--- config.mk ---
export PLATFORM = sky130hd
export DESIGN_NAME = glyph_bitmap_rasterizer_unit
export DESIGN_NICKNAME = d
export VERILOG_FILES = /design/src/hw/rtl/gbr_pkg.sv /design/src/hw/rtl/gbr_front.sv /design/src/hw/rtl/gbr_queue.sv /design/src/hw/rtl/gbr_back.sv /design/src/hw/rtl/glyph_bitmap_rasterizer_unit.sv
export SDC_FILE = /design/constraint.sdc
export NUM_CORES = 1
export LEC_CHECK = 0
export BUFFER_PORTS_ARGS = -buffer_cell sky130_fd_sc_hd__buf_2
export CAP_MARGIN = 0
export CORE_UTILIZATION = 52
export CTS_CLUSTER_DIAMETER = 120
export DETAILED_ROUTE_END_ITERATION = 8
export PLACE_DENSITY_LB_ADDON = 0.2
export SLEW_MARGIN = 20
export SYNTH_ARGS = -nofsm -noshare
export SYNTH_HDL_FRONTEND = slang
export SYNTH_SLANG_ARGS = --single-unit
--- constraint.sdc ---
create_clock -name i_clk -period 15 [get_ports i_clk]
set_input_delay 2.25 -clock i_clk [delete_from_list [all_inputs] [get_ports i_clk]]
set_output_delay 2.25 -clock i_clk [all_outputs]
set_load 0.01 [all_outputs]
--- src/hw/rtl/gbr_pkg.sv ---
// Shared types and constants for the glyph bitmap rasterizer.
package gbr_pkg;

    localparam int COORD_WIDTH = 16;
    localparam int CFG_DATA_W  = COORD_WIDTH;
    localparam int CFG_IDX_W   = 3;
    localparam int NUM_PIX     = 8;
    localparam int PIX_IDX_W   = 3;

    localparam logic [CFG_IDX_W-1:0] REG_GLYPH_WIDTH  = 3'd0;
    localparam logic [CFG_IDX_W-1:0] REG_GLYPH_HEIGHT = 3'd1;
    localparam logic [CFG_IDX_W-1:0] REG_ORIGIN_X     = 3'd2;
    localparam logic [CFG_IDX_W-1:0] REG_ORIGIN_Y     = 3'd3;
    localparam logic [CFG_IDX_W-1:0] REG_TWO_BIT      = 3'd4;
    localparam logic [CFG_IDX_W-1:0] REG_RENDER_MODE  = 3'd5;
    localparam logic [CFG_IDX_W-1:0] REG_INK_BLACK    = 3'd6;

    typedef enum logic [1:0] {
        MODE_BW       = 2'd0,
        MODE_GRAY_MSB = 2'd1,
        MODE_GRAY_LSB = 2'd2,
        MODE_NONE     = 2'd3
    } t_render_mode;

    // classified byte: bit i of mask is pixel i in raster order
    typedef struct packed {
        logic [NUM_PIX-1:0] mask;
        logic               colour;
        logic               two_bit;
        logic               start;
    } t_item;

    typedef struct packed {
        logic [7:0]             width;
        logic [7:0]             height;
        logic [COORD_WIDTH-1:0] origin_x;
        logic [COORD_WIDTH-1:0] origin_y;
    } t_geom;

endpackage

--- src/hw/rtl/gbr_front.sv ---
// Front end: turns a bitmap byte into a draw mask and colour.
module gbr_front (
    input  logic                  i_two_bit,
    input  gbr_pkg::t_render_mode i_mode,
    input  logic                  i_ink_black,
    input  logic [7:0]            i_bitmap_byte,
    input  logic                  i_glyph_start,
    output gbr_pkg::t_item        o_item
);

    logic [gbr_pkg::NUM_PIX-1:0] mask;
    logic [1:0]                  fld [4];
    logic                        colour;

    always_comb begin
        mask   = '0;
        colour = i_ink_black;
        for (int k = 0; k < 4; k++) begin
            fld[k] = i_bitmap_byte[7-2*k -: 2];
        end
        if (i_two_bit) begin
            unique case (i_mode)
                gbr_pkg::MODE_BW: begin
                    for (int k = 0; k < 4; k++) mask[k] = (fld[k] != 2'd0);
                end
                gbr_pkg::MODE_GRAY_MSB: begin
                    colour = 1'b0;
                    for (int k = 0; k < 4; k++) mask[k] = (fld[k] == 2'd1) || (fld[k] == 2'd2);
                end
                gbr_pkg::MODE_GRAY_LSB: begin
                    colour = 1'b0;
                    for (int k = 0; k < 4; k++) mask[k] = (fld[k] == 2'd2);
                end
                gbr_pkg::MODE_NONE: begin
                    colour = 1'b0;
                end
            endcase
        end else begin
            for (int k = 0; k < gbr_pkg::NUM_PIX; k++) mask[k] = i_bitmap_byte[7-k];
        end
    end

    assign o_item.mask    = mask;
    assign o_item.colour  = colour;
    assign o_item.two_bit = i_two_bit;
    assign o_item.start   = i_glyph_start;

endmodule

--- src/hw/rtl/gbr_queue.sv ---
// Two-entry queue between front and back end.
module gbr_queue (
    input  logic           i_clk,
    input  logic           i_rst_n,
    input  logic           i_push,
    input  gbr_pkg::t_item i_item,
    output logic           o_full,
    input  logic           i_pop,
    output logic           o_valid,
    output gbr_pkg::t_item o_item
);

    gbr_pkg::t_item r_mem [2];
    logic           r_wptr;
    logic           r_rptr;
    logic [1:0]     r_count;

    always_ff @(posedge i_clk) begin
        if (!i_rst_n) begin
            r_wptr  <= 1'b0;
            r_rptr  <= 1'b0;
            r_count <= 2'd0;
        end else begin
            if (i_push) r_wptr <= ~r_wptr;
            if (i_pop)  r_rptr <= ~r_rptr;
            r_count <= r_count + 2'(i_push) - 2'(i_pop);
        end
    end

    always_ff @(posedge i_clk) begin
        if (i_push) r_mem[r_wptr] <= i_item;
    end

    assign o_full  = r_count[1];
    assign o_valid = (r_count != 2'd0);
    assign o_item  = r_mem[r_rptr];

endmodule

--- src/hw/rtl/gbr_back.sv ---
// Back end: walks the pixels of one byte, tracks position, emits pixel writes.
module gbr_back (
    input  logic                           i_clk,
    input  logic                           i_rst_n,
    input  gbr_pkg::t_geom                 i_geom,
    input  logic                           i_q_valid,
    input  gbr_pkg::t_item                 i_q_item,
    output logic                           o_q_pop,
    output logic                           o_out_valid,
    input  logic                           i_out_ready,
    output logic [gbr_pkg::COORD_WIDTH:0]  o_pixel_x,
    output logic [gbr_pkg::COORD_WIDTH:0]  o_pixel_y,
    output logic                           o_pixel_value,
    output logic                           o_last_of_byte
);

    logic [gbr_pkg::PIX_IDX_W-1:0] r_idx;
    logic [7:0]                    r_col;
    logic [8:0]                    r_row;
    logic                          r_out_valid;
    logic [gbr_pkg::COORD_WIDTH:0] r_x;
    logic [gbr_pkg::COORD_WIDTH:0] r_y;
    logic                          r_val;
    logic                          r_last;

    logic [7:0]                    e_col;
    logic [8:0]                    e_row;
    logic                          active;
    logic                          draw;
    logic                          out_free;
    logic                          step;
    logic                          emit;
    logic                          byte_done;
    logic [gbr_pkg::PIX_IDX_W-1:0] last_idx;
    logic [gbr_pkg::NUM_PIX-1:0]   ahead;
    logic [gbr_pkg::PIX_IDX_W-1:0] hop;
    logic                          found;
    logic [7:0]                    rows_left;
    logic [15:0]                   prod;
    logic [8:0]                    tail;
    logic [16:0]                   remaining;
    logic                          last;
    logic [8:0]                    col_inc;
    logic [7:0]                    n_col;
    logic [8:0]                    n_row;

    always_comb begin
        e_col = (r_idx == '0 && i_q_item.start) ? 8'd0 : r_col;
        e_row = (r_idx == '0 && i_q_item.start) ? 9'd0 : r_row;
        active = (i_geom.width != 8'd0) && (e_row < {1'b0, i_geom.height});
        draw = i_q_item.mask[r_idx];
        last_idx = i_q_item.two_bit ? gbr_pkg::PIX_IDX_W'(3) : gbr_pkg::PIX_IDX_W'(7);
        byte_done = !active || (r_idx == last_idx);
        out_free = !r_out_valid || i_out_ready;
        step = i_q_valid && (!active || !draw || out_free);
        emit = step && active && draw;

        // next drawn pixel of this byte, if any
        ahead = i_q_item.mask >> r_idx;
        hop   = '0;
        found = 1'b0;
        for (int k = gbr_pkg::NUM_PIX - 1; k >= 1; k--) begin
            if (ahead[k]) begin
                hop   = gbr_pkg::PIX_IDX_W'(k);
                found = 1'b1;
            end
        end

        // pixels left in the glyph, counting the current one
        rows_left = i_geom.height - 8'd1 - e_row[7:0];
        prod      = 16'(rows_left) * 16'(i_geom.width);
        tail      = (e_col < i_geom.width) ? (9'(i_geom.width) - 9'(e_col)) : 9'd1;
        remaining = 17'(prod) + 17'(tail);
        last      = !(found && (remaining > 17'(hop)));

        col_inc = 9'(e_col) + 9'd1;
        if (col_inc >= 9'(i_geom.width)) begin
            n_col = 8'd0;
            n_row = e_row + 9'd1;
        end else begin
            n_col = col_inc[7:0];
            n_row = e_row;
        end
    end

    always_ff @(posedge i_clk) begin
        if (!i_rst_n) begin
            r_idx       <= '0;
            r_col       <= 8'd0;
            r_row       <= 9'd0;
            r_out_valid <= 1'b0;
        end else begin
            if (step) begin
                r_idx <= byte_done ? '0 : r_idx + gbr_pkg::PIX_IDX_W'(1);
                if (active) begin
                    r_col <= n_col;
                    r_row <= n_row;
                end else begin
                    r_col <= e_col;
                    r_row <= e_row;
                end
            end
            if (emit) begin
                r_out_valid <= 1'b1;
            end else if (i_out_ready) begin
                r_out_valid <= 1'b0;
            end
        end
    end

    always_ff @(posedge i_clk) begin
        if (emit) begin
            r_x    <= {i_geom.origin_x[gbr_pkg::COORD_WIDTH-1], i_geom.origin_x}
                      + (gbr_pkg::COORD_WIDTH+1)'(e_col);
            r_y    <= {i_geom.origin_y[gbr_pkg::COORD_WIDTH-1], i_geom.origin_y}
                      + (gbr_pkg::COORD_WIDTH+1)'(e_row);
            r_val  <= i_q_item.colour;
            r_last <= last;
        end
    end

    assign o_q_pop        = step && byte_done;
    assign o_out_valid    = r_out_valid;
    assign o_pixel_x      = r_x;
    assign o_pixel_y      = r_y;
    assign o_pixel_value  = r_val;
    assign o_last_of_byte = r_last;

endmodule

--- src/hw/rtl/glyph_bitmap_rasterizer_unit.sv ---
// Top level of the glyph bitmap rasterizer: config registers, front, queue, back.
//
//  channel  direction  handshake                 payload
//  in       input      i_in_valid / o_in_ready   i_bitmap_byte, i_glyph_start
//  out      output     o_out_valid / i_out_ready o_pixel_x, o_pixel_y, o_pixel_value,
//                                                o_last_of_byte
//  cfg      input      i_cfg_we                  i_cfg_idx, i_cfg_data
//
// The back end walks one pixel per cycle while not stalled: eight pixels per 1-bit byte,
// four per 2-bit byte; a byte past the end of the glyph is popped without being walked.
// Bytes are taken while the two-entry queue has room; the back end stalls only
// when it must write a pixel and the output register is still held.
// Reset is synchronous and holds o_in_ready low; no clearing pass.
module glyph_bitmap_rasterizer_unit (
    input  logic                             i_clk,
    input  logic                             i_rst_n,
    input  logic                             i_cfg_we,
    input  logic [gbr_pkg::CFG_IDX_W-1:0]    i_cfg_idx,
    input  logic [gbr_pkg::CFG_DATA_W-1:0]   i_cfg_data,
    input  logic                             i_in_valid,
    output logic                             o_in_ready,
    input  logic [7:0]                       i_bitmap_byte,
    input  logic                             i_glyph_start,
    output logic                             o_out_valid,
    input  logic                             i_out_ready,
    output logic signed [gbr_pkg::COORD_WIDTH:0] o_pixel_x,
    output logic signed [gbr_pkg::COORD_WIDTH:0] o_pixel_y,
    output logic                             o_pixel_value,
    output logic                             o_last_of_byte
);

    logic [7:0]                     r_width;
    logic [7:0]                     r_height;
    logic [gbr_pkg::COORD_WIDTH-1:0] r_origin_x;
    logic [gbr_pkg::COORD_WIDTH-1:0] r_origin_y;
    logic                           r_two_bit;
    gbr_pkg::t_render_mode          r_mode;
    logic                           r_ink_black;

    gbr_pkg::t_item front_item;
    gbr_pkg::t_item q_item;
    gbr_pkg::t_geom geom;
    logic           q_full;
    logic           q_valid;
    logic           q_pop;
    logic           push;
    logic [gbr_pkg::COORD_WIDTH:0] pix_x;
    logic [gbr_pkg::COORD_WIDTH:0] pix_y;

    always_ff @(posedge i_clk) begin
        if (!i_rst_n) begin
            r_width     <= 8'd0;
            r_height    <= 8'd0;
            r_origin_x  <= '0;
            r_origin_y  <= '0;
            r_two_bit   <= 1'b0;
            r_mode      <= gbr_pkg::MODE_BW;
            r_ink_black <= 1'b1;
        end else if (i_cfg_we) begin
            unique case (i_cfg_idx)
                gbr_pkg::REG_GLYPH_WIDTH:  r_width     <= i_cfg_data[7:0];
                gbr_pkg::REG_GLYPH_HEIGHT: r_height    <= i_cfg_data[7:0];
                gbr_pkg::REG_ORIGIN_X:     r_origin_x  <= i_cfg_data[gbr_pkg::COORD_WIDTH-1:0];
                gbr_pkg::REG_ORIGIN_Y:     r_origin_y  <= i_cfg_data[gbr_pkg::COORD_WIDTH-1:0];
                gbr_pkg::REG_TWO_BIT:      r_two_bit   <= i_cfg_data[0];
                gbr_pkg::REG_RENDER_MODE:  r_mode      <= gbr_pkg::t_render_mode'(i_cfg_data[1:0]);
                gbr_pkg::REG_INK_BLACK:    r_ink_black <= i_cfg_data[0];
                default: ;
            endcase
        end
    end

    assign geom.width    = r_width;
    assign geom.height   = r_height;
    assign geom.origin_x = r_origin_x;
    assign geom.origin_y = r_origin_y;

    assign o_in_ready = i_rst_n && !q_full;
    assign push       = i_in_valid && o_in_ready;

    gbr_front u_front (
        .i_two_bit     (r_two_bit),
        .i_mode        (r_mode),
        .i_ink_black   (r_ink_black),
        .i_bitmap_byte (i_bitmap_byte),
        .i_glyph_start (i_glyph_start),
        .o_item        (front_item)
    );

    gbr_queue u_queue (
        .i_clk   (i_clk),
        .i_rst_n (i_rst_n),
        .i_push  (push),
        .i_item  (front_item),
        .o_full  (q_full),
        .i_pop   (q_pop),
        .o_valid (q_valid),
        .o_item  (q_item)
    );

    gbr_back u_back (
        .i_clk          (i_clk),
        .i_rst_n        (i_rst_n),
        .i_geom         (geom),
        .i_q_valid      (q_valid),
        .i_q_item       (q_item),
        .o_q_pop        (q_pop),
        .o_out_valid    (o_out_valid),
        .i_out_ready    (i_out_ready),
        .o_pixel_x      (pix_x),
        .o_pixel_y      (pix_y),
        .o_pixel_value  (o_pixel_value),
        .o_last_of_byte (o_last_of_byte)
    );

    assign o_pixel_x = signed'(pix_x);
    assign o_pixel_y = signed'(pix_y);

endmodule
# ---- Word level (Yosys, flattened, before mapping)
# Memory sizes are Yosys's and may differ from the RTL's. A register that Yosys moved wholly into a read port is not among the register bits.
# Cells that the tools add are included.
dict set report totals {
  regBits 113
  latch_bits 0
  ram_bits 22
  rom_bits 0
  in_bits 33
  output_inout_bits 38
  wordCells 133
  mem_count 1
}
dict set report classes {
  n_addsub 11
  multipliers 1
  div_mod_pow 0
  magnitude_cmp 5
  n_eq_ne 18
  n_shift 1
  mux 36
  bitwise 2
  reduce_logical 40
}
# memory depth width read_ports rd_ports_with_merged_regs wr line_no
set mem_list {}
lappend mem_list {u_queue.r_mem 2 11 1 1 1 gbr_queue.sv:13} ;# gbr_pkg::t_item r_mem [2];
# operator count
set ops {}
lappend ops {{$mux 9} 4}
lappend ops {{$add 16x9->17} 2}
lappend ops {{$mux 3} 9}
lappend ops {{$mux 8} 3}
lappend ops {{$add 16x10->17} 1}
lappend ops {{$gt 17x3->1} 1}
lappend ops {{$mul 8x8->16} 1}
lappend ops {{$mux 1} 16}
lappend ops {{$reduce_and 2->1} 7}
lappend ops {{$eq 2x2->1 const B} 6}
lappend ops {{$pmux 4 s3} 1}
lappend ops {{$reduce_bool 2->1} 6}
lappend ops {{$eq 2x1->1 const B} 5}
lappend ops {{$add 8x1->9 const B} 1}
lappend ops {{$add 9x1->9 const B} 1}
lappend ops {{$eq 3x3->1 const B} 3}
lappend ops {{$ge 9x8->1} 1}
lappend ops {{$logic_and 1x1->1} 9}
lappend ops {{$lt 9x8->1} 1}
lappend ops {{$sub 8x8->9} 1}
lappend ops {{$logic_or 1x1->1} 8}
lappend ops {{$lt 8x8->1} 1}
lappend ops {{$mux 4} 2}
lappend ops {{$reduce_bool 8->1} 1}
lappend ops {{16 further kinds} 23}

# ---- Longest topological paths before layout
# Gate-level depths: netlist of run 1.
dict set report depth {
  depth_word 12
  depth_mapped 34
  mapped_depth_nobuf 29
}

# ---- Cells and area by module
# A second synthesis of run 1 with hierarchy kept.
dict set report hier_totals {
  hier_cells 1125
  area_unflattened_um2 10502.6
}
# mod instances cells_per_inst area_per_inst_um2 seq_area_each_um2
set modules_own_cells {}
lappend modules_own_cells {gbr_back 1 830 7168.1 1501.4}
lappend modules_own_cells {glyph_bitmap_rasterizer_unit 1 196 1986.9 1041.0}
lappend modules_own_cells {gbr_queue 1 54 1019.7 760.7}
lappend modules_own_cells {gbr_front 1 45 327.8 0.0}

# ---- Worst setup path before layout of run 1
# No wires, ideal clock.
dict set report synth_path {
  path_type {register to register}
  from {reg u_back.r_idx[0] (netlist name)}
  to {reg u_back.r_last, in the netlist u_back.o_last_of_byte, data pin}
  setup_ps 176
  t_arrival_ps 7517
  required_time_ps 14824
  setup_slack_ps 7307
  stages_incl_launch_ff 34
  n_path_buf 5
  synth_period_minus_slack_ps 7693
  cell_sequence {dfxtp_1 -> clkbuf_1 -> inv_1 -> ha_1 -> nand3_2 -> buf_4 -> clkbuf_1 -> clkbuf_1 -> nand2_1 -> inv_1 -> ha_1 -> nand3_1 -> a21boi_1 -> o21ai_0 -> nand2b_1 -> a21o_1 -> a21oi_2 -> mux2_2 -> fa_1 -> inv_1 -> fa_1 -> fa_1 -> inv_1 -> fa_1 -> inv_1 -> ha_1 -> clkbuf_1 -> o21a_1 -> or3_1 -> a221oi_1 -> nand4_1 -> nor4_1 -> o2111ai_1 -> o32ai_1}
}
dict set report synth_via {
  elab_chain_cells 11
  elab_cells_between_ends 28
  cone_classes {add/sub: 3; mul: 1; order compare: 2; shift: 1; mux: 17; reduce/logical: 4}
}
# element line_no
set synth_rtl {}
lappend synth_rtl {{start, declared} gbr_back.sv:17} ;# logic [gbr_pkg::PIX_IDX_W-1:0] r_idx;
lappend synth_rtl {{start signal, assigned} gbr_back.sv:94} ;# r_idx <= byte_done ? '0 : r_idx + gbr_pkg::PIX_IDX_W'(1);
lappend synth_rtl {{branches (longest 9 deep; another with $add 16x9->17)} --}
lappend synth_rtl {{$logic_and 1x1->1 *} gbr_back.sv:74} ;# last = !(found && (remaining > 17'(hop)));
lappend synth_rtl {{$logic_not 1->1 *} gbr_back.sv:74}
lappend synth_rtl {{via u_back.last} gbr_back.sv:42} ;# logic last;
lappend synth_rtl {{end signal, assigned} gbr_back.sv:118} ;# r_last <= last;
lappend synth_rtl {{end, declared} gbr_back.sv:24} ;# logic r_last;
# Mark *: on every way through the listed nets, which the timed path passes.
# A chain may end at the register's enable or synchronous reset.

==> flow_metrics.env, run 1 <==
export IMPL_status="finished, final reports clean"
export IMPL_maxCapViolCount=0
export IMPL_grt_max_degree=69
export IMPL_r2r_end="u_back.o_last_of_byte"
export IMPL_vdd_drop_max_v=0.000102
export IMPL_path_depth=27
export IMPL_fp_dieW_um=144
export IMPL_hold_end="r_origin_y[4]"
export IMPL_layout_common_cells="nand2_1 (202), inv_1 (133), ha_1 (106), a21oi_1 (85), dfxtp_1 (78)"
export IMPL_cts_path_max_buffers=2
export IMPL_slowest_delay_ns=0.73
export IMPL_holdWs_ns=0.464
export IMPL_worst_path_buf_inv=4
export IMPL_cp_end_kind="register"
export IMPL_postSynthAreaPerCell_um2=8.85
export IMPL_layout_area_overhead_vs_synth_pct=10.9
export IMPL_max_slew_margin_rel_pct=29.9
export IMPL_fmax_ghz=0.120
export IMPL_total_power_mw=1.07
export IMPL_setup_viol_count_final=0
export IMPL_dp_hpwl_um=18200
export IMPL_rsz0062_at_grt="false"
export IMPL_synthDistinctLibCells=72
export IMPL_drv_slew=0
export IMPL_min_path_type="reg -> reg"
export IMPL_internal_power_uw=731
export IMPL_grt_pass1_vias=7782
export IMPL_fin_worst_skew_ns=0.0163
export IMPL_start_kind="register"
export IMPL_netSwitchingPower_uw=344
export IMPL_gp_congestion=0.874
export IMPL_vias_per_cell=5.51
export IMPL_fin_crit_ns=8.30
export IMPL_drive_gt1_share_pct=10.4
export IMPL_critPathSlowestCell="dfxtp_1"
export IMPL_root_buffer="clkbuf_16"
export IMPL_grt_ovfl_total=0
export IMPL_cts_clk_slew_worst_paths_ns=0.07
export IMPL_ys_flop_type="dfxtp_1"
export IMPL_antenna_found_initial=0
export IMPL_p_leak_nw=5.16
export IMPL_core_area_um2=19600
export IMPL_combPwrFrac_pct=22.0
export IMPL_final_common_cell="nand2_1"
export IMPL_min_path_cells=2
export IMPL_finalHoldViolCount=0
export IMPL_synth_seq_area_share_pct=31.5
export IMPL_cp_top_family="adder cells"
export IMPL_cts_tree="yes"
export IMPL_clock_latency_ns=0.43
export IMPL_setup_tns_ns=0
export IMPL_period_share_pct=55.4
export IMPL_ctsHoldBuffers=0
export IMPL_dieArea_um2=20700
export IMPL_cts_resized=0
export IMPL_clock_power_share_pct=38.9
export IMPL_final_nets=1425
export IMPL_post_dp_cell_area_um2=11000
export IMPL_final_antenna_net_count=0
export IMPL_rows=51
export IMPL_first_pass_iters=5
export IMPL_hold_start="r_origin_y[4]"
export IMPL_critical_path_arrival_ns=8.55
export IMPL_worstPathMaxFanout=29
export IMPL_dieHeight_um=144
export IMPL_antenna_cells=0
export IMPL_p_sw_share_pct=32.0
export IMPL_grt_usage_pct=24.2
export IMPL_worstSetupPathType="reg -> reg"
export IMPL_synth_area_um2=10500
export IMPL_grt_pass1_wl_um=38600
export IMPL_first_iter_violations=566
export IMPL_io_buffer_count=70
export IMPL_cp_required_ns=15.24
export IMPL_route_detailed_drc=0
export IMPL_seqPwrFrac_pct=39.1
export IMPL_synth_nets=1372
export IMPL_yosys_warnings=0
export IMPL_wl_per_cell_um=15.8
export IMPL_cts_sinks=136
export IMPL_reg2reg_depth=27
export IMPL_numCtsBuffers=17
export IMPL_p_per_area_nw_per_um2=92.5
export IMPL_synth_edf_count=58
export IMPL_final_area_um2=11600
export IMPL_start_util_pct=53.5
export IMPL_ff2ff_setup_slack_ns=6.70
export IMPL_htreeDepth=4
export IMPL_totalWireLength_um=23900
export IMPL_ys_ff_latch=136
export IMPL_post_cts_buffers=0
export IMPL_async_flop_share_pct=0
export IMPL_worstMarginPinSlew_ns=1.04
export IMPL_io_pins=71
export IMPL_vias=8350
export IMPL_netlist_instances=1184
==> worst register-to-register path: stages, from the launching register on <==
cell       delay [ns]
dfxtp_1          0.73
mux2_4           0.28
nand3_2          0.48
nand2_1          0.39
inv_1            0.13
ha_1             0.33
nand3_1          0.12
a21boi_1         0.09
o21ai_0          0.20
nand2b_1         0.12
a21o_1           0.20
a21oi_2          0.44
mux2_2           0.42
fa_1             0.38
inv_1            0.08
fa_1             0.42
fa_1             0.49
inv_1            0.05
fa_1             0.52
inv_1            0.04
ha_1             0.40
o21a_1           0.22
or3_1            0.31
a221oi_1         0.32
nand4_1          0.14
nor4_1           0.35
o2111ai_1        0.17
o32ai_1          0.31
==> cell families after synthesis <==
| kind of cell | share of synthesized area, % |
|---|---|
| XOR/XNOR | 4.01 |
| AND/OR/NAND/NOR | 18.4 |
| multiplexers | 4.05 |
| buffers and inverters | 6.58 |
| adder cells (fa/ha/maj) | 22.0 |
| flip-flops | 31.5 |
| AO/OA/AOI/OAI | 13.5 |
==> power by group through the flow <==
stage / clock, mW / sequential, mW / combinational, mW
finish: 0.418 / 0.420 / 0.237
global route: 0.436 / 0.422 / 0.266
CTS: 0.423 / 0.420 / 0.235
detailed placement: 0 / 0.428 / 0.233
global placement: 0 / 0.427 / 0.230
floorplan: 0 / 0.420 / 0.186
==> worst max-delay path by stage <==
stage                    startpoint                    end  slack [ns]
global route               register  u_back.o_last_of_byte        6.31
finish                     register  u_back.o_last_of_byte        6.70
detailed placement         register  u_back.o_last_of_byte        6.79
floorplan           u_back.r_idx[0]  u_back.o_last_of_byte        7.31
CTS                        register  u_back.o_last_of_byte        6.79
global placement           register  u_back.o_last_of_byte        7.04
==> through the flow <==
step	worst slack, ns	instances	utilization [%]
floorplan	7.31	1184	-
global placement	7.04	1482	56.2
detailed placement	6.79	1482	56.2
CTS	6.79	1514	59.2
global route	6.31	1515	59.3
finish	6.70	1515	59.3
==> Yosys cell counts (4+ instances only) <==
| master | number | area, um2 |
|---|---|---|
| o21bai_1 | 5 | 37.5 |
| nand2_1 | 202 | 758 |
| mux4_2 | 4 | 90.1 |
| xor2_1 | 15 | 131 |
| inv_1 | 134 | 503 |
| o21ai_1 | 11 | 55.1 |
| o211ai_1 | 6 | 45.0 |
| buf_2 | 5 | 25.0 |
| ha_1 | 106 | 1330 |
| a22o_1 | 5 | 43.8 |
| nor3_1 | 17 | 85.1 |
| a21oi_1 | 85 | 425 |
| xnor2_1 | 33 | 289 |
| nand4_1 | 5 | 31.3 |
| nand3_1 | 26 | 130 |
| clkbuf_1 | 29 | 109 |
| and2_1 | 37 | 231 |
| a211oi_1 | 10 | 75.1 |
| or3_1 | 4 | 25.0 |
| nor2_1 | 56 | 210 |
| a21o_1 | 8 | 60.1 |
| a41oi_1 | 4 | 35.0 |
| nor4_1 | 6 | 37.5 |
| nand2b_1 | 14 | 87.6 |
| fa_1 | 49 | 981 |
| dfxtp_1 | 78 | 1560 |
| and3_1 | 9 | 56.3 |
| nand3b_1 | 5 | 37.5 |
| nor2b_1 | 18 | 113 |
| o21a_1 | 7 | 52.6 |
| o22ai_1 | 4 | 25.0 |
| mux2_2 | 5 | 56.3 |
| mux2i_1 | 21 | 210 |
| edfxtp_1 | 58 | 1740 |
| o21ai_0 | 40 | 200 |
==> flip-flops by register name, summed over array words and instances (netlist names), named ones only <==
signal and count:
r_two_bit 1, u_queue.r_count 2, u_back.r_row 9, u_back.o_pixel_x 17, u_back.o_pixel_y 17, r_height 8, u_back.o_out_valid 1, u_back.o_last_of_byte 1
r_origin_y 16, u_queue.r_wptr 1, u_queue.r_mem 22, r_ink_black 1, u_back.o_pixel_value 1, u_queue.r_rptr 1, r_origin_x 16, r_mode 2
u_back.r_idx 3, u_back.r_col 8, r_width 8
==> final cells by class <==
type	count	area, um2
Fill cell	1746	7970
Multi-Input combinational cell	872	6490
Sequential cell	136	3300
Inverter	135	507
Clock buffer	17	425
Timing Repair Buffer	75	400
Tap cell	265	332
Clock inverter	15	159
==> per-layer routing <==
metal | part of all wire [%] | track usage [%]
met2 | 47 | 38.3
met4 | 1.1 | 6.77
met3 | 5.5 | 3.93
met1 | 47 | 34.0
met5 | 0 | 0
(Power assumes the default switching activity.)
==> run 2: changes to the inputs <==
--- a/config.mk
+++ b/config.mk
@@ -5,6 +5,7 @@
 export SDC_FILE = /design/constraint.sdc
 export NUM_CORES = 1
 export LEC_CHECK = 0
+export ABC_AREA = 1
 export BUFFER_PORTS_ARGS = -buffer_cell sky130_fd_sc_hd__buf_2
 export CAP_MARGIN = 0
 export CORE_UTILIZATION = 52
==> constraint.sdc (replaced) <==
create_clock -name i_clk -period 7.8 [get_ports i_clk]
set_input_delay 1.17 -clock i_clk [delete_from_list [all_inputs] [get_ports i_clk]]
set_output_delay 1.17 -clock i_clk [all_outputs]
set_load 0.01 [all_outputs]
==> flow_metrics.env, run 2 <==
export IMPL_status="finished, final reports clean"
export IMPL_cts_tree="yes"
export IMPL_combPwrFrac_pct=49.1
export IMPL_dp_hpwl_um=18600
export IMPL_final_nets=1638
export IMPL_dieHeight_um=145
export IMPL_worstSetupPathType="reg -> reg"
export IMPL_ctsHoldBuffers=0
export IMPL_yosys_area_top_type="edfxtp_1"
export IMPL_internal_power_mw=1.85
export IMPL_layout_common_cells="nand2_1 (305), inv_1 (223), nor2_1 (144), ha_1 (106), a21oi_1 (99)"
export IMPL_fin_crit_ns=6.82
export IMPL_cp_required_ns=8.00
export IMPL_core_area_um2=19700
export IMPL_postSynthAreaPerCell_um2=7.62
export IMPL_maxCapViolCount=0
export IMPL_total_power_mw=3.36
export IMPL_p_sw_share_pct=45.1
export IMPL_cts_sinks=136
export IMPL_cp_end_kind="register"
export IMPL_grt_pass1_vias=7957
export IMPL_p_per_area_nw_per_um2=286
export IMPL_netSwitchingPower_mw=1.52
export IMPL_min_path_type="reg -> reg"
export IMPL_layout_area_overhead_vs_synth_pct=11.1
export IMPL_cts_path_max_buffers=2
export IMPL_max_slew_margin_rel_pct=28.0
export IMPL_regMostFlops="u_queue.r_mem"
export IMPL_wl_per_cell_um=14.2
export IMPL_crit_top_cell="inv_1"
export IMPL_largest_register_ff_count=22
export IMPL_ys_flop_type="dfxtp_1"
export IMPL_fill_cells=1802
export IMPL_async_flop_share_pct=0
export IMPL_synthTopCellsByCount="nand2_1 (305), inv_1 (223), nor2_1 (145), ha_1 (106), a21oi_1 (99)"
export IMPL_first_pass_iters=5
export IMPL_synth_compound_area_share_pct=11.3
export IMPL_hold_end="r_origin_y[0]"
export IMPL_critPathSlowestCell="fa_1"
export IMPL_setup_viol_count_final=0
export IMPL_vdd_drop_max_v=0.000171
export IMPL_vias=8928
export IMPL_synth_edf_count=58
export IMPL_yosys_warnings=0
export IMPL_slowest_delay_ns=0.54
export IMPL_min_path_cells=2
export IMPL_synth_simple_area_share_pct=22.2
export IMPL_antenna_found_initial=0
export IMPL_first_iter_violations=561
export IMPL_yosys_cell_count_top_type="nand2_1"
export IMPL_start_kind="register"
export IMPL_synth_nets=1577
export IMPL_grt_max_degree=68
export IMPL_finalHoldViolCount=0
export IMPL_dieArea_um2=20900
export IMPL_grt_pass1_wl_um=39300
export IMPL_totalWireLength_um=24500
export IMPL_fin_worst_skew_ns=0.0124
export IMPL_antenna_cells=0
export IMPL_synth_xor_area_share_pct=3.56
export IMPL_hold_start="r_origin_y[0]"
export IMPL_clock_power_share_pct=24.6
export IMPL_drive_gt1_share_pct=9.64
export IMPL_setup_tns_ns=0
export IMPL_final_antenna_net_count=0
export IMPL_io_buffer_count=70
export IMPL_netlist_instances=1389
export IMPL_post_cts_buffers=0
export IMPL_cts_resized=0
export IMPL_io_pins=71
export IMPL_ff2ff_setup_slack_ns=0.98
export IMPL_final_common_cell="nand2_1"
export IMPL_grt_usage_pct=24.4
export IMPL_grt_ovfl_total=0
export IMPL_synth_seq_area_share_pct=31.2
export IMPL_ys_ff_latch=136
export IMPL_period_share_pct=87.4
export IMPL_fmax_ghz=0.147
export IMPL_seqPwrFrac_pct=26.3
export IMPL_r2r_end="u_back.o_last_of_byte"
export IMPL_synth_adder_area_share_pct=21.8
export IMPL_synth_top_family_by_area="simple AND/OR/NAND/NOR gates"
export IMPL_synth_area_um2=10600
export IMPL_rows=51
export IMPL_synthDistinctLibCells=44
export IMPL_root_buffer="clkbuf_16"
export IMPL_cts_clk_slew_worst_paths_ns=0.07
export IMPL_netlist_area_leader_share_pct=16.5
export IMPL_reg2reg_depth=36
export IMPL_htreeDepth=4
export IMPL_gp_congestion=0.945
export IMPL_numCtsBuffers=17
export IMPL_r2r_start="u_back.r_idx[0]"
export IMPL_synthTopCellsByArea="edfxtp_1 (16%), dfxtp_1 (15%), ha_1 (13%), nand2_1 (11%), fa_1 (9.3%)"
export IMPL_synth_area_mux_share_pct=0
export IMPL_worstMarginPinSlew_ns=1.08
export IMPL_route_detailed_drc=0
export IMPL_rsz0062_at_grt="false"
export IMPL_fp_dieW_um=145
export IMPL_vias_per_cell=5.17
export IMPL_p_leak_nw=5.90
export IMPL_critical_path_arrival_ns=7.01
export IMPL_drv_slew=0
export IMPL_clock_latency_ns=0.43
export IMPL_start_util_pct=53.7
export IMPL_worstPathMaxFanout=19
-- run 2: kinds of logic after synthesis --
kind of cell | count (synthesis)
XOR/XNOR | 43
adder cells (fa/ha/maj) | 155
AO/OA/AOI/OAI | 226
flip-flops | 136
AND/OR/NAND/NOR | 561
buffers and inverters | 268
-- run 2: per-layer routing --
layer / share of wire, % / track usage (%) / vias to the layer above
met5: 0 / 0 / -
li1: - / - / 4584
met1: 48 / 33.7 / 4112
met2: 46 / 38.4 / 209
met3: 5.2 / 5.89 / 23
met4: 1.3 / 6.15 / 0
-- run 2: stage by stage --
stage	cells	util, %	worst slack, ns	area [um2]	hold WS, ns
2_1_floorplan	1389	-	1.49	10600	0.422
3_3_place_gp	1695	56.4	1.21	11100	0.441
3_5_place_dp	1695	56.4	1.05	11100	0.445
4_1_cts	1727	59.5	1.03	11700	0.454
5_1_grt	1728	59.6	0.441	11800	0.480
6_report	1728	59.6	0.983	11800	0.455
-- run 2: critical path: cells and delay by family, from the launching register on --
family,cells,cell delay (ns)
AO/OA/AOI/OAI,5,0.88
XOR/XNOR,1,0.14
adder cells (fa/ha/maj),7,2.89
buffers and inverters,9,0.85
flip-flops,1,0.52
AND/OR/NAND/NOR,14,1.28
-- run 2: cell type report --
| type | instances | area, um2 | share of cell area [%] |
|---|---|---|---|
| multi-input combinational | 985 | 6240 | 53.1 |
| sequential | 136 | 3300 | 28.1 |
| inverter | 238 | 898 | 7.64 |
| clock buffer | 17 | 425 | 3.62 |
| timing repair buffer | 72 | 378 | 3.21 |
| tap | 265 | 332 | 2.82 |
| clock inverter | 15 | 181 | 1.54 |
-- run 2: power by group through the flow --
stage | sequential (mW) | clock (mW) | combinational [mW]
global route | 0.893 | 0.863 | 1.90
finish | 0.883 | 0.827 | 1.65
detailed placement | 0.898 | 0 | 1.65
global placement | 0.899 | 0 | 1.62
CTS | 0.883 | 0.836 | 1.66
floorplan | 0.884 | 0 | 1.29
-- run 2: how the worst max path moves through the flow --
stage	startpoint	end	slack, ns	cells after the start
detailed placement	u_back.r_idx[0]	u_back.o_last_of_byte	1.05	36
global placement	u_back.r_idx[0]	u_back.o_last_of_byte	1.21	35
CTS	u_back.r_idx[0]	u_back.o_last_of_byte	1.03	36
finish	u_back.r_idx[0]	u_back.o_last_of_byte	0.98	36
global route	u_back.r_idx[0]	u_back.o_last_of_byte	0.44	36
floorplan	u_back.r_idx[0]	u_back.o_last_of_byte	1.49	38
